===== config.mk =====
export PLATFORM = sky130hd
export DESIGN_NAME = ack_frame_range_parser
export DESIGN_NICKNAME = d
export VERILOG_FILES = /design/src/rtl/core/ackp_pkg.sv /design/src/rtl/core/ack_frame_range_parser.sv /design/src/rtl/core/ackp_parse.sv /design/src/rtl/core/ackp_outq.sv
export SDC_FILE = /design/constraint.sdc
export NUM_CORES = 2
export LEC_CHECK = 0
export BUFFER_PORTS_ARGS = -buffer_cell sky130_fd_sc_hd__buf_4
export CORE_ASPECT_RATIO = 0.8
export CORE_UTILIZATION = 40
export CTS_CLUSTER_DIAMETER = 40
export CTS_CLUSTER_SIZE = 40
export DETAILED_ROUTE_END_ITERATION = 8
export PLACE_DENSITY = 0.59
export SYNTH_ARGS = -nofsm -noshare
export SYNTH_HDL_FRONTEND = slang
export SYNTH_SLANG_ARGS = --single-unit

===== constraint.sdc =====
create_clock -name i_clk -period 5.8 [get_ports i_clk]
set_clock_uncertainty 0.1 [all_clocks]
set_input_delay 1.16 -clock i_clk [delete_from_list [all_inputs] [get_ports i_clk]]
set_output_delay 1.16 -clock i_clk [all_outputs]
set_load 0.02 [all_outputs]

===== src/rtl/core/ackp_pkg.sv =====
`timescale 1ns / 1ps

package ackp_pkg;

    localparam int unsigned PN_W    = 48;
    localparam int unsigned DELAY_W = 42;
    localparam int unsigned RANGE_W = 9;
    localparam int unsigned STAMP_W = 8;
    localparam int unsigned BYTES_W = 12;
    localparam int unsigned SKIP_W  = 10;
    localparam int unsigned OUTQ_DEPTH = 4;
    localparam int unsigned OUTQ_PTR_W = $clog2(OUTQ_DEPTH);
    localparam int unsigned OUTQ_CNT_W = $clog2(OUTQ_DEPTH + 1);

    typedef enum logic [1:0] {
        KIND_RANGE = 2'd0,
        KIND_DONE  = 2'd1,
        KIND_ERROR = 2'd2
    } t_kind;

    typedef enum logic [3:0] {
        PH_IDLE     = 4'd0,
        PH_LARGEST  = 4'd1,
        PH_DELAY    = 4'd2,
        PH_NBLOCKS  = 4'd3,
        PH_FIRSTLEN = 4'd4,
        PH_GAP      = 4'd5,
        PH_BLOCKLEN = 4'd6,
        PH_NTS      = 4'd7,
        PH_SKIP     = 4'd8
    } t_phase;

    typedef struct packed {
        t_kind               kind;
        logic [PN_W-1:0]     range_high;
        logic [PN_W-1:0]     range_low;
        logic [DELAY_W-1:0]  ack_delay_us;
        logic [RANGE_W-1:0]  range_total;
        logic [STAMP_W-1:0]  timestamp_total;
        logic [BYTES_W-1:0]  bytes_used;
        logic                last_of_run;
    } t_item;

    // Up to two result items leave the parser for one frame byte.
    typedef struct packed {
        logic [1:0] count;
        t_item      item0;
        t_item      item1;
    } t_push;

    localparam logic [7:0]  TYPE_MASK     = 8'hC0;
    localparam logic [7:0]  TYPE_ACK      = 8'h40;
    localparam logic [15:0] DELAY_EXP_LSB = 16'd11;
    localparam logic [SKIP_W-1:0] STAMP_FIRST_BYTES = 10'd5;

    // Field length in bytes for a two-bit length code.
    function automatic logic [2:0] len_of(input logic [1:0] code);
        logic [2:0] len;
        case (code)
            2'd0:    len = 3'd1;
            2'd1:    len = 3'd2;
            2'd2:    len = 3'd4;
            default: len = 3'd6;
        endcase
        return len;
    endfunction

    // Unsigned small-float: 5-bit exponent, 11-bit mantissa with hidden bit.
    function automatic logic [DELAY_W-1:0] decode_delay(input logic [15:0] v);
        logic [4:0]         e;
        logic [DELAY_W-1:0] mant;
        logic [DELAY_W-1:0] res;
        e    = v[15:11];
        mant = {{(DELAY_W-12){1'b0}}, 1'b1, v[10:0]};
        if (e == 5'd0) begin
            res = {{(DELAY_W-16){1'b0}}, v};
        end else begin
            res = mant << (e - 5'd1);
        end
        return res;
    endfunction

endpackage


===== src/rtl/core/ack_frame_range_parser.sv =====
`timescale 1ns / 1ps

// Streaming parser for a little-endian ACK frame, one byte per transfer,
// starting with the type byte (frame_start). Each byte is latched in an input
// register, decoded against the parse state, and its results are pushed into a
// four-entry result queue, so a byte is accepted every cycle while the queue
// has room; a result goes through the input register and the queue before it
// is presented. The result side moves one item per cycle while the receiver is
// ready; a byte that yields a range and an early-end error pushes two items,
// and input is held off only while the queue holds more than two. Ranges come
// out as they are found, then one done summary (ack delay, range count,
// timestamp count, bytes consumed) or one error item for a bad type byte or a
// buffer that ends mid-frame. last_of_run marks the final item of each byte.
module ack_frame_range_parser
    import ackp_pkg::*;
(
    input  logic               i_clk,
    input  logic               i_rst_n,
    input  logic               i_valid,
    output logic               o_ready,
    input  logic [7:0]         i_data_byte,
    input  logic               i_frame_start,
    input  logic               i_buffer_end,
    output logic               o_valid,
    input  logic               i_ready,
    output logic [1:0]         o_item_kind,
    output logic [PN_W-1:0]    o_range_high,
    output logic [PN_W-1:0]    o_range_low,
    output logic [DELAY_W-1:0] o_ack_delay_us,
    output logic [RANGE_W-1:0] o_range_total,
    output logic [STAMP_W-1:0] o_timestamp_total,
    output logic [BYTES_W-1:0] o_bytes_used,
    output logic               o_last_of_run
);

    logic       r_in_valid;
    logic [7:0] r_data;
    logic       r_start;
    logic       r_end;
    logic       fire;
    logic       room;
    t_push      push;
    t_item      item;

    assign fire    = r_in_valid && room;
    assign o_ready = !r_in_valid || fire;

    always_ff @(posedge i_clk) begin
        if (!i_rst_n) begin
            r_in_valid <= 1'b0;
        end else if (o_ready) begin
            r_in_valid <= i_valid;
        end
    end

    always_ff @(posedge i_clk) begin
        if (o_ready && i_valid) begin
            r_data  <= i_data_byte;
            r_start <= i_frame_start;
            r_end   <= i_buffer_end;
        end
    end

    ackp_parse u_parse (
        .i_clk   (i_clk),
        .i_rst_n (i_rst_n),
        .i_fire  (fire),
        .i_data  (r_data),
        .i_start (r_start),
        .i_end   (r_end),
        .o_push  (push)
    );

    ackp_outq u_outq (
        .i_clk   (i_clk),
        .i_rst_n (i_rst_n),
        .i_fire  (fire),
        .i_push  (push),
        .o_room  (room),
        .o_valid (o_valid),
        .i_ready (i_ready),
        .o_item  (item)
    );

    assign o_item_kind       = item.kind;
    assign o_range_high      = item.range_high;
    assign o_range_low       = item.range_low;
    assign o_ack_delay_us    = item.ack_delay_us;
    assign o_range_total     = item.range_total;
    assign o_timestamp_total = item.timestamp_total;
    assign o_bytes_used      = item.bytes_used;
    assign o_last_of_run     = item.last_of_run;

endmodule


===== src/rtl/core/ackp_parse.sv =====
`timescale 1ns / 1ps

module ackp_parse
    import ackp_pkg::*;
(
    input  logic       i_clk,
    input  logic       i_rst_n,
    input  logic       i_fire,
    input  logic [7:0] i_data,
    input  logic       i_start,
    input  logic       i_end,
    output t_push      o_push
);

    t_phase              r_phase, n_phase, n_phase_raw;
    logic [2:0]          r_idx, n_idx;
    logic [PN_W-1:0]     r_acc, n_acc;
    logic [1:0]          r_ll, n_ll;
    logic [1:0]          r_mm, n_mm;
    logic                r_has_count, n_has_count;
    logic [7:0]          r_blk_left, n_blk_left;
    logic [PN_W-1:0]     r_base, n_base;   // next range high: prior low - gaps - 1
    logic [RANGE_W-1:0]  r_range_cnt, n_range_cnt;
    logic [DELAY_W-1:0]  r_delay, n_delay;
    logic [STAMP_W-1:0]  r_stamps, n_stamps;
    logic [SKIP_W-1:0]   r_skip, n_skip;
    logic [BYTES_W-1:0]  r_bytes, n_bytes;

    logic [PN_W-1:0]     acc_full;
    logic [2:0]          idx_inc;
    logic [2:0]          field_len;
    logic                field_done;
    logic [PN_W-1:0]     diff;
    logic [7:0]          blocks_dec;
    logic [SKIP_W-1:0]   skip_dec;
    logic [SKIP_W-1:0]   stamp_m1;
    logic                good_type;
    logic                step_phase;
    logic                done_now;
    logic                bad_type;
    logic                err_end;
    logic                emit_range;
    t_item               range_item;
    t_item               done_item;
    t_item               err_item;

    assign acc_full   = r_acc | ({{(PN_W-8){1'b0}}, i_data} << {r_idx, 3'b000});
    assign idx_inc    = r_idx + 3'd1;
    assign field_len  = (r_phase == PH_LARGEST) ? len_of(r_ll) :
                        (r_phase == PH_DELAY)   ? 3'd2 : len_of(r_mm);
    assign field_done = (idx_inc >= field_len);
    assign diff       = r_base - acc_full;
    assign blocks_dec = r_blk_left - 8'd1;
    assign skip_dec   = r_skip - 10'd1;
    assign stamp_m1   = {2'b00, i_data} - 10'd1;
    assign good_type  = ((i_data & TYPE_MASK) == TYPE_ACK);

    assign step_phase = !i_start && (r_phase inside {[PH_LARGEST:PH_SKIP]});
    assign done_now   = step_phase && (n_phase_raw == PH_IDLE);
    assign bad_type   = i_start && !good_type;
    assign err_end    = i_end && ((i_start && good_type) || (step_phase && !done_now));

    assign n_phase    = err_end ? PH_IDLE : n_phase_raw;

    // next state
    always_comb begin
        n_phase_raw = r_phase;
        if (i_start) begin
            n_phase_raw = good_type ? PH_LARGEST : PH_IDLE;
        end else begin
            case (r_phase)
                PH_IDLE:     n_phase_raw = PH_IDLE;
                PH_LARGEST:  n_phase_raw = field_done ? PH_DELAY : PH_LARGEST;
                PH_DELAY: begin
                    if (field_done) begin
                        n_phase_raw = r_has_count ? PH_NBLOCKS : PH_FIRSTLEN;
                    end
                end
                PH_NBLOCKS:  n_phase_raw = PH_FIRSTLEN;
                PH_FIRSTLEN: begin
                    if (field_done) begin
                        n_phase_raw = (r_blk_left != 8'd0) ? PH_GAP : PH_NTS;
                    end
                end
                PH_GAP:      n_phase_raw = PH_BLOCKLEN;
                PH_BLOCKLEN: begin
                    if (field_done) begin
                        n_phase_raw = (blocks_dec != 8'd0) ? PH_GAP : PH_NTS;
                    end
                end
                PH_NTS:      n_phase_raw = (i_data != 8'd0) ? PH_SKIP : PH_IDLE;
                PH_SKIP:     n_phase_raw = (skip_dec == '0) ? PH_IDLE : PH_SKIP;
                default:     n_phase_raw = PH_IDLE;
            endcase
        end
    end

    // datapath and result items
    always_comb begin
        n_idx       = r_idx;
        n_acc       = r_acc;
        n_ll        = r_ll;
        n_mm        = r_mm;
        n_has_count = r_has_count;
        n_blk_left  = r_blk_left;
        n_base      = r_base;
        n_range_cnt = r_range_cnt;
        n_delay     = r_delay;
        n_stamps    = r_stamps;
        n_skip      = r_skip;
        n_bytes     = r_bytes;
        emit_range  = 1'b0;

        if (i_start) begin
            n_idx       = '0;
            n_acc       = '0;
            n_ll        = i_data[3:2];
            n_mm        = i_data[1:0];
            n_has_count = i_data[5];
            n_blk_left  = '0;
            n_base      = '0;
            n_range_cnt = '0;
            n_delay     = '0;
            n_stamps    = '0;
            n_skip      = '0;
            n_bytes     = {{(BYTES_W-1){1'b0}}, 1'b1};
        end else if (step_phase) begin
            n_bytes = r_bytes + 12'd1;
            case (r_phase)
                PH_LARGEST, PH_DELAY, PH_FIRSTLEN, PH_BLOCKLEN: begin
                    n_idx = idx_inc;
                    n_acc = acc_full;
                    if (field_done) begin
                        n_idx = '0;
                        n_acc = '0;
                        if (r_phase == PH_LARGEST) begin
                            n_base = acc_full;
                        end else if (r_phase == PH_DELAY) begin
                            n_delay    = decode_delay(acc_full[15:0]);
                            n_blk_left = '0;
                        end else if (r_phase == PH_FIRSTLEN) begin
                            emit_range  = 1'b1;
                            n_base      = diff;
                            n_range_cnt = {{(RANGE_W-1){1'b0}}, 1'b1};
                        end else begin
                            n_blk_left = blocks_dec;
                            if (acc_full != '0) begin
                                emit_range  = 1'b1;
                                n_base      = diff;
                                n_range_cnt = r_range_cnt + 9'd1;
                            end
                        end
                    end
                end
                PH_NBLOCKS: n_blk_left = i_data;
                PH_GAP:     n_base = r_base - {{(PN_W-8){1'b0}}, i_data};
                PH_NTS: begin
                    n_stamps = i_data;
                    n_skip   = STAMP_FIRST_BYTES + stamp_m1 + {stamp_m1[SKIP_W-2:0], 1'b0};
                end
                PH_SKIP:    n_skip = skip_dec;
                default:    n_skip = r_skip;
            endcase
        end
    end

    always_comb begin
        range_item            = '0;
        range_item.kind       = KIND_RANGE;
        range_item.range_high = r_base;
        range_item.range_low  = diff + 48'd1;
        range_item.last_of_run = !err_end;

        done_item                 = '0;
        done_item.kind            = KIND_DONE;
        done_item.ack_delay_us    = n_delay;
        done_item.range_total     = n_range_cnt;
        done_item.timestamp_total = n_stamps;
        done_item.bytes_used      = n_bytes;
        done_item.last_of_run     = 1'b1;

        err_item             = '0;
        err_item.kind        = KIND_ERROR;
        err_item.last_of_run = 1'b1;

        o_push = '0;
        if (bad_type) begin
            o_push.count = 2'd1;
            o_push.item0 = err_item;
        end else if (done_now) begin
            o_push.count = 2'd1;
            o_push.item0 = done_item;
        end else if (emit_range) begin
            o_push.item0 = range_item;
            o_push.item1 = err_item;
            o_push.count = err_end ? 2'd2 : 2'd1;
        end else if (err_end) begin
            o_push.count = 2'd1;
            o_push.item0 = err_item;
        end
    end

    always_ff @(posedge i_clk) begin
        if (!i_rst_n) begin
            r_phase <= PH_IDLE;
            r_idx   <= '0;
        end else if (i_fire) begin
            r_phase <= n_phase;
            r_idx   <= n_idx;
        end
    end

    always_ff @(posedge i_clk) begin
        if (i_fire) begin
            r_acc       <= n_acc;
            r_ll        <= n_ll;
            r_mm        <= n_mm;
            r_has_count <= n_has_count;
            r_blk_left  <= n_blk_left;
            r_base      <= n_base;
            r_range_cnt <= n_range_cnt;
            r_delay     <= n_delay;
            r_stamps    <= n_stamps;
            r_skip      <= n_skip;
            r_bytes     <= n_bytes;
        end
    end

endmodule


===== src/rtl/core/ackp_outq.sv =====
`timescale 1ns / 1ps

module ackp_outq
    import ackp_pkg::*;
(
    input  logic  i_clk,
    input  logic  i_rst_n,
    input  logic  i_fire,
    input  t_push i_push,
    output logic  o_room,
    output logic  o_valid,
    input  logic  i_ready,
    output t_item o_item
);

    t_item                 r_mem [OUTQ_DEPTH];
    logic [OUTQ_PTR_W-1:0] r_wr_ptr, n_wr_ptr;
    logic [OUTQ_PTR_W-1:0] r_rd_ptr, n_rd_ptr;
    logic [OUTQ_CNT_W-1:0] r_count, n_count;
    logic [1:0]            push_cnt;
    logic                  pop;
    logic [OUTQ_PTR_W-1:0] wr_ptr1;

    assign push_cnt = i_fire ? i_push.count : 2'd0;
    assign pop      = o_valid && i_ready;
    assign wr_ptr1  = r_wr_ptr + OUTQ_PTR_W'(1);
    assign o_valid  = (r_count != '0);
    // room for a two-item burst
    assign o_room   = (r_count <= OUTQ_CNT_W'(OUTQ_DEPTH - 2));
    assign o_item   = r_mem[r_rd_ptr];

    always_comb begin
        n_wr_ptr = r_wr_ptr + OUTQ_PTR_W'(push_cnt);
        n_rd_ptr = r_rd_ptr + OUTQ_PTR_W'(pop);
        n_count  = r_count + OUTQ_CNT_W'(push_cnt) - OUTQ_CNT_W'(pop);
    end

    always_ff @(posedge i_clk) begin
        if (!i_rst_n) begin
            r_wr_ptr <= '0;
            r_rd_ptr <= '0;
            r_count  <= '0;
        end else begin
            r_wr_ptr <= n_wr_ptr;
            r_rd_ptr <= n_rd_ptr;
            r_count  <= n_count;
        end
    end

    always_ff @(posedge i_clk) begin
        if (push_cnt != 2'd0) begin
            r_mem[r_wr_ptr] <= i_push.item0;
        end
        if (push_cnt == 2'd2) begin
            r_mem[wr_ptr1] <= i_push.item1;
        end
    end

endmodule


; Yosys cells after proc, flatten, opt, wreduce, memory -nomap -nowiden
; Memories as Yosys holds them, arrays and structs flattened. A register that Yosys moved wholly into a read port is not among the register bits.
; Cells that the tools add are included.
[totals]
register_bits = 215
ram_bits = 680
input_bits = 14
out_inout_bits = 172
elab_cells = 184
mem_count = 1
[classes]
add_sub_neg = 17
magnitude_cmp = 4
n_eq_ne = 19
shifts = 2
muxes = 81
n_bitwise = 1
n_reduce_logical = 39
[mem_list]
columns = name, words, word_bits, read_ports, rd_clocked_by_memory_dff, write_ports, line
row1 = u_outq.r_mem, 4, 170, 1, 1, 2, ackp_outq.sv:16  ; t_item r_mem [OUTQ_DEPTH];
[ops]
columns = cell, count
row1 = two-way mux 172 bit, 3
row2 = two-way mux 170 bit, 3
row3 = two-way mux 48 bit, 9
row4 = two-way mux 42 bit, 7
row5 = two-way mux 171 bit, 1
row6 = case mux 48 bit (2 select lines), 1
row7 = two-way mux 9 bit, 8
row8 = two-way mux 8 bit, 8
row9 = adder 48 x 1 -> 48 bit (second input constant), 1
row10 = OR 48 bit, 1
row11 = nonzero test 48 bit, 1
row12 = left shift 8 x 6 -> 48 bit, 1
row13 = subtractor 48 bit, 1
row14 = subtractor 48 x 8 -> 48 bit, 1
row15 = left shift 12 x 5 -> 42 bit, 1
row16 = case mux 4 bit (8 select lines), 1
row17 = two-way mux 4 bit, 7
row18 = two-way mux 12 bit, 2
row19 = nonzero test 8 bit, 3
row20 = two-way mux 3 bit, 7
row21 = case mux 10 bit (2 select lines), 1
row22 = case mux 3 bit (3 select lines), 2
row23 = == test 4 x 3 -> 1 bit (second input constant), 4
row24 = case mux 8 bit (2 select lines), 1
row25 = 43 further kinds, 88

; Longest topological paths before layout
[depth]
depth_word = 22
ltp_mapped = 27

; Hierarchy
; A second synthesis with hierarchy kept.
[hier_totals]
cells_unflattened = 4171
hier_area_um2 = 53557.6
[modules_own_cells]
columns = mod, instances, cells_per_inst, area_each_um2
row1 = ackp_outq, 1, 1696, 33364.5
row2 = ackp_parse, 1, 2459, 19827.8
row3 = ack_frame_range_parser, 1, 16, 365.4

; Worst setup path before layout
; OpenSTA, ideal clock, no wires.
[synth_timing]
kind = register to register
from = register u_parse.r_phase[3]
to = register u_outq.r_count[2]
setup_ps = 115
arrival_ps = 5329
required_ps = 5585
setup_slack_ps = 256
stages_incl_launch_ff = 23
path_buffers = 5
cell_sequence = dfxtp_1 -> clkbuf_1 -> inv_1 -> nand2_1 -> nor3_1 -> clkbuf_1 -> a21oi_1 -> ha_1 -> nand2_1 -> o21a_1 -> nor3_1 -> o21a_1 -> clkbuf_1 -> clkbuf_1 -> clkbuf_1 -> ha_1 -> nand2_1 -> or3_1 -> ha_1 -> inv_1 -> fa_1 -> xnor2_1 -> and2_1
[synth_via]
elab_chain_len = 20
[synth_rtl]
columns = item, line
row1 = from (decl), ackp_parse.sv:15  ; t_phase r_phase, n_phase, n_phase_raw;
row2 = from (signal assigned), ackp_parse.sv:208  ; r_phase <= n_phase;
row3 = == test 4 x 2 -> 1 bit, --
row4 = two-way mux 3 bit, ackp_parse.sv:50  ; (r_phase == PH_DELAY) ? 3'd2 : len_of(r_mm);
row5 = two-way mux 3 bit, ackp_parse.sv:49  ; assign field_len = (r_phase == PH_LARGEST) ? len_of(r_ll) :
row6 = greater-or-equal comparator 3 bit, ackp_parse.sv:51  ; assign field_done = (idx_inc >= field_len);
row7 = two-way mux 4 bit (tied with other cells), ackp_parse.sv:87  ; if (field_done) begin
row8 = case mux 4 bit (8 select lines), ackp_parse.sv:71  ; case (r_phase)
row9 = two-way mux 4 bit, ackp_parse.sv:68  ; if (i_start) begin
row10 = logical NOT 4 bit, ackp_parse.sv:59  ; assign done_now = step_phase && (n_phase_raw == PH_IDLE);
row11 = [... 4 more ...], --
row12 = logical AND 1 bit, ackp_parse.sv:61  ; assign err_end = i_end && ((i_start && good_type) || (step_phase && !done_now));
row13 = two-way mux 171 bit or two-way mux 2 bit (tied branches), "ackp_parse.sv:197, ackp_parse.sv:196"
row14 = two-way mux 172 bit, ackp_parse.sv:193  ; end else if (emit_range) begin
row15 = two-way mux 172 bit *, ackp_parse.sv:190  ; end else if (done_now) begin
row16 = two-way mux 172 bit *, ackp_parse.sv:187  ; if (bad_type) begin
row17 = two-way mux 2 bit *, ackp_outq.sv:24  ; assign push_cnt = i_fire ? i_push.count : 2'd0;
row18 = adder 3 x 2 -> 3 bit *, ackp_outq.sv:35  ; n_count = r_count + OUTQ_CNT_W'(push_cnt) - OUTQ_CNT_W'(pop);
row19 = subtractor 3 x 1 -> 3 bit *, ackp_outq.sv:35
row20 = to (signal assigned), ackp_outq.sv:46  ; r_count <= n_count;
row21 = to (decl), ackp_outq.sv:19  ; logic [OUTQ_CNT_W-1:0] r_count, n_count;
; Mark *: on every way between the ends. The rest lies on a longest branch, timed or not.
; A chain may end at the register's enable or synchronous reset.

==> impl_metrics.yaml <==
status:
  status: "complete, no violations"
critical_path:
  worstSetupStartpointType: "register"
  critPathArrivalTime_ns: 6.09
  critical_path_peak_fanout: 28
  critical_path.startpoint: "u_parse.r_idx[1]$_SDFFE_PN0P_"
  critPathRequiredTime_ns: 6.28
  timing.reg2reg.setup_slack_ns: 0.20
  worstRegToRegCells: 16
  worstSetupEndpoint: "u_outq.r_mem[1][109]$_SDFFE_PP0P_"
  timing.rr.start: "u_parse.r_idx[1]$_SDFFE_PN0P_"
  worst_r2r_endpoint: "u_outq.r_mem[1][109]$_SDFFE_PP0P_"
  worst-setup-path-type: "reg -> reg"
  worst_setup_path_end_kind: "register"
worst_hold_path:
  timing.hold.worst.class: "reg -> reg"
  timing.hold.worst.start: "u_outq.r_mem[2][50]$_SDFFE_PP0P_"
synthesis:
  syn_area_um2: 43500
  synth.lib_cells_used.distinct: 100
  synth-warning-count: 0
  syn_nets: 4732
  async_flop_share_pct: 0
  synth_flop_cell: "sky130_fd_sc_hd__dfxtp_1"
  synth.largest_area_cell: "sky130_fd_sc_hd__dfxtp_1"
  synth_enable_flop_cells: 208
  synth_top_area_share_pct: 31.6
  synth_cells: 4624
  syn_area_per_cell_um2: 9.41
  synth-seq-area-share_pct: 46.0
  synth.top_cells.by_area: "sky130_fd_sc_hd__dfxtp_1 (32%), sky130_fd_sc_hd__edfxtp_1 (14%), sky130_fd_sc_hd__mux4_2 (9.0%), sky130_fd_sc_hd__nand2_1 (6.5%), sky130_fd_sc_hd__o21ai_0 (4.9%)"
  synth.ff_latch_count: 895
timing:
  finalCritPeriodShare_pct: 96.6
  hold_violations: 0
  timing.hold.ws_ns: 0.348
  rsz_0062_raised_after_global_routing: "false"
  final_max_slew_viol_count: 0
  achievable-frequency_ghz: 0.178
  fin_setup_tns_ns: 0
  worst_pin_slew_ns: 1.19
  setup_viol: 0
  relative_slew_slack_pct: 20.1
  fin_crit_ns: 5.60
cts:
  clk_root_buffer_cell: "sky130_fd_sc_hd__clkbuf_16"
  cts_hold_buf: 0
  cts_num_sinks: 895
  clkTransAtPathRegs_ns: 0.06
  clockBufferDepth: 3
  cts_tree: "done"
  cts-htree-levels: 3
  cts_inserted_buffers: 110
  post-cts-setup-buffers: 0
  clk_latency_ns: 0.75
route:
  violation_count_after_the_first_detailed_route_iteration: 3621
  drt-pass1-iter-count: 6
  route.detailed.vias_per_inst: 5.88
  vias: 36900
  antenna_violating_nets_post_route: 0
  wirelength_mm: 147
  drc: 0
  routedWlPerCell_um: 23.5
global_route:
  first_global_vias: 34900
  gr-total-overflow: 0
  initial_antenna_violation_count: 2
  grt.total_usage_pct: 26.3
  maximum_number_of_pins_on_one_net_before_global_route_repair: 142
  grt_first_pass_wirelength_mm: 223
die:
  start_util_pct: 40.6
  core_um2: 107000
  rows: 107
  die_y_um: 297
  top_level_ports: 186
  die_area_um2: 110000
  die_width_um: 371
power_and_ir_drop:
  cellPowerDensity_nw_per_um2: 343
  power.ir.vdd_worst_mv: 0.211
  power.total_uw: 17500
  static-leakage-power_uw: 0.0183
run:
  max_cap_violations: 0
placed_design:
  gp_congestion: 1.04
  port_buffers: 185
  dpl.hpwl_mm: 101
final_layout:
  diodes: 0
  area_growth_syn_to_layout_pct: 17.5
  layout.nets: 4866
  final_layout_size_suffix_gt1_share_pct: 17.3
[logic make-up after synthesis]
family                     share of synthesized area (%)
AOI/OAI and AO/OA                                   17.0
DFF                                                 46.0
adders and majority gates                           2.76
muxes                                               9.46
and+or+nand+nor                                     17.3
buffers and inverters                               4.00
xor gates and xnor gates                            3.52
[cell usage after synthesis (7+ instances only)]
cell,number
sky130_fd_sc_hd__ha_1,91
sky130_fd_sc_hd__nand2b_1,40
sky130_fd_sc_hd__a31oi_1,14
sky130_fd_sc_hd__o21ai_1,67
sky130_fd_sc_hd__buf_4,7
sky130_fd_sc_hd__mux4_2,174
sky130_fd_sc_hd__o21ai_0,425
sky130_fd_sc_hd__buf_2,80
sky130_fd_sc_hd__edfxtp_1,208
sky130_fd_sc_hd__o221ai_1,8
sky130_fd_sc_hd__xnor2_1,104
sky130_fd_sc_hd__nor4_1,22
sky130_fd_sc_hd__xor2_1,69
sky130_fd_sc_hd__nand3_1,187
sky130_fd_sc_hd__a211oi_1,80
sky130_fd_sc_hd__o31ai_1,15
sky130_fd_sc_hd__nor3_1,66
sky130_fd_sc_hd__mux2i_1,13
sky130_fd_sc_hd__clkbuf_1,238
sky130_fd_sc_hd__nor2b_1,34
sky130_fd_sc_hd__a22o_1,68
sky130_fd_sc_hd__or3_1,29
sky130_fd_sc_hd__o211ai_1,7
sky130_fd_sc_hd__buf_1,31
sky130_fd_sc_hd__nor2_1,341
sky130_fd_sc_hd__dfxtp_1,687
sky130_fd_sc_hd__a21oi_1,311
sky130_fd_sc_hd__or2_2,10
sky130_fd_sc_hd__a22oi_1,21
sky130_fd_sc_hd__inv_1,56
sky130_fd_sc_hd__nand2_1,756
sky130_fd_sc_hd__and3_1,15
sky130_fd_sc_hd__o21a_1,12
sky130_fd_sc_hd__a32o_1,64
sky130_fd_sc_hd__a311oi_1,9
sky130_fd_sc_hd__a221oi_1,10
sky130_fd_sc_hd__and2_1,28
sky130_fd_sc_hd__a21o_1,24
sky130_fd_sc_hd__nand4_1,49
sky130_fd_sc_hd__nor3b_1,7
[per-layer routing]
metal	global-route usage, %	share of wire (%)	routed length [um]
met5	0	0.0088	13
met4	7.01	2.5	3620
met3	4.72	8.1	11900
met2	37.8	43	62800
met1	39.9	47	68900
[layout by cell type (no fill, tap or decap), types with 13 or more instances in the layout]
| cell | n |
|---|---|
| sky130_fd_sc_hd__nand3_1 | 187 |
| sky130_fd_sc_hd__nor2b_1 | 33 |
| sky130_fd_sc_hd__o31ai_1 | 15 |
| sky130_fd_sc_hd__nor3_1 | 64 |
| sky130_fd_sc_hd__ha_1 | 91 |
| sky130_fd_sc_hd__a32o_1 | 64 |
| sky130_fd_sc_hd__o21ai_0 | 425 |
| sky130_fd_sc_hd__a21oi_1 | 310 |
| sky130_fd_sc_hd__o21ai_1 | 67 |
| sky130_fd_sc_hd__nand4_1 | 49 |
| sky130_fd_sc_hd__clkbuf_16 | 113 |
| sky130_fd_sc_hd__xnor2_1 | 104 |
| sky130_fd_sc_hd__and2_1 | 28 |
| sky130_fd_sc_hd__xor2_1 | 69 |
| sky130_fd_sc_hd__nor2_1 | 334 |
| sky130_fd_sc_hd__buf_4 | 355 |
| sky130_fd_sc_hd__clkinv_4 | 16 |
| sky130_fd_sc_hd__a22oi_1 | 21 |
| sky130_fd_sc_hd__mux4_2 | 174 |
| sky130_fd_sc_hd__edfxtp_1 | 208 |
| sky130_fd_sc_hd__a22o_1 | 68 |
| sky130_fd_sc_hd__and3_1 | 15 |
| sky130_fd_sc_hd__nand2b_1 | 39 |
| sky130_fd_sc_hd__nor4_1 | 21 |
| sky130_fd_sc_hd__a31oi_1 | 14 |
| sky130_fd_sc_hd__a211oi_1 | 80 |
| sky130_fd_sc_hd__nand2_1 | 753 |
| sky130_fd_sc_hd__dfxtp_1 | 685 |
| sky130_fd_sc_hd__mux2i_1 | 13 |
| sky130_fd_sc_hd__a21o_1 | 24 |
| sky130_fd_sc_hd__clkinv_8 | 13 |
| sky130_fd_sc_hd__buf_12 | 28 |
| sky130_fd_sc_hd__or3_1 | 29 |
| sky130_fd_sc_hd__inv_1 | 54 |
[timing repair]
item                                   4_1_cts  5_1_grt
gates cloned                                 0        0
setup endpoints to repair                    1       24
resized for setup                            1        3
endpoints found under the hold margin        0        0
pin swaps                                    0        0
[critical path: stages (launching register included)]
cell                      delay [ns]
sky130_fd_sc_hd__dfxtp_1        0.63
sky130_fd_sc_hd__nor2b_1        0.31
sky130_fd_sc_hd__a21oi_1        0.46
sky130_fd_sc_hd__buf_4          0.23
sky130_fd_sc_hd__nand4_1        0.10
sky130_fd_sc_hd__nor4_1         0.98
sky130_fd_sc_hd__nand3_1        0.18
sky130_fd_sc_hd__buf_4          0.22
sky130_fd_sc_hd__o21a_4         0.26
sky130_fd_sc_hd__ha_1           0.37
sky130_fd_sc_hd__or3_1          0.42
sky130_fd_sc_hd__buf_4          0.19
sky130_fd_sc_hd__nor4_4         0.29
sky130_fd_sc_hd__nor2_4         0.15
sky130_fd_sc_hd__buf_4          0.28
sky130_fd_sc_hd__nand2_1        0.13
sky130_fd_sc_hd__o21ai_0        0.10
[how the worst min path moves through the flow]
stage          cells past startpoint  slack [ns]                                end
2_1_floorplan                      2        0.32  u_outq.r_mem[2][119]$_SDFFE_PP0P_
3_3_place_gp                       2        0.33    u_outq.r_mem[1][7]$_SDFFE_PP0P_
3_5_place_dp                       2        0.34   u_outq.r_mem[3][29]$_SDFFE_PP0P_
4_1_cts                            2        0.35  u_outq.r_mem[2][117]$_SDFFE_PP0P_
5_1_grt                            2        0.36  u_outq.r_mem[1][111]$_SDFFE_PP0P_
6_report                           2        0.35   u_outq.r_mem[2][50]$_SDFFE_PP0P_
[area by class of cell]
cell class              instances  area, um^2
clock buffers                 128        2940
clock inverters                79        1010
fillers                     10200       56000
inverters                      57         215
multi-input cells            3310       21900
flip-flops and latches        895       20000
well taps                    1417        1770
repair buffers                384        3240
[through the flow]
stage / std cells / area, um^2 / util, % / worst slack, ns
after floorplan: 4624 / 43500 / - / 0.256
after global placement: 6063 / 47100 / 44.0 / 0.106
after detailed placement: 6063 / 47100 / 44.0 / 0.0630
after CTS: 6270 / 51100 / 47.7 / 0.262
after global routing: 6270 / 51100 / 47.7 / 0.00231
final: 6270 / 51100 / 47.7 / 0.195
[where the power goes]
group          internal, uW  total (uW)  switching (uW)
Clock                  4060        7250            3200
Sequential             6630        6870             244
Combinational          1260        3400            2130
Total                 11900       17500            5580
[sequential cells by signal, indices dropped and copies added (netlist names), 4 cells and up]
name and count:
u_outq.r_mem 680, u_parse.r_range_cnt 9, u_parse.r_blk_left 8, u_parse.r_bytes 12, u_parse.r_stamps 8, u_parse.r_acc 48
u_parse.r_phase 4, u_parse.r_skip 10, r_data 8, u_parse.r_base 48, u_parse.r_delay 42
Power figures use the tool's default switching activity.
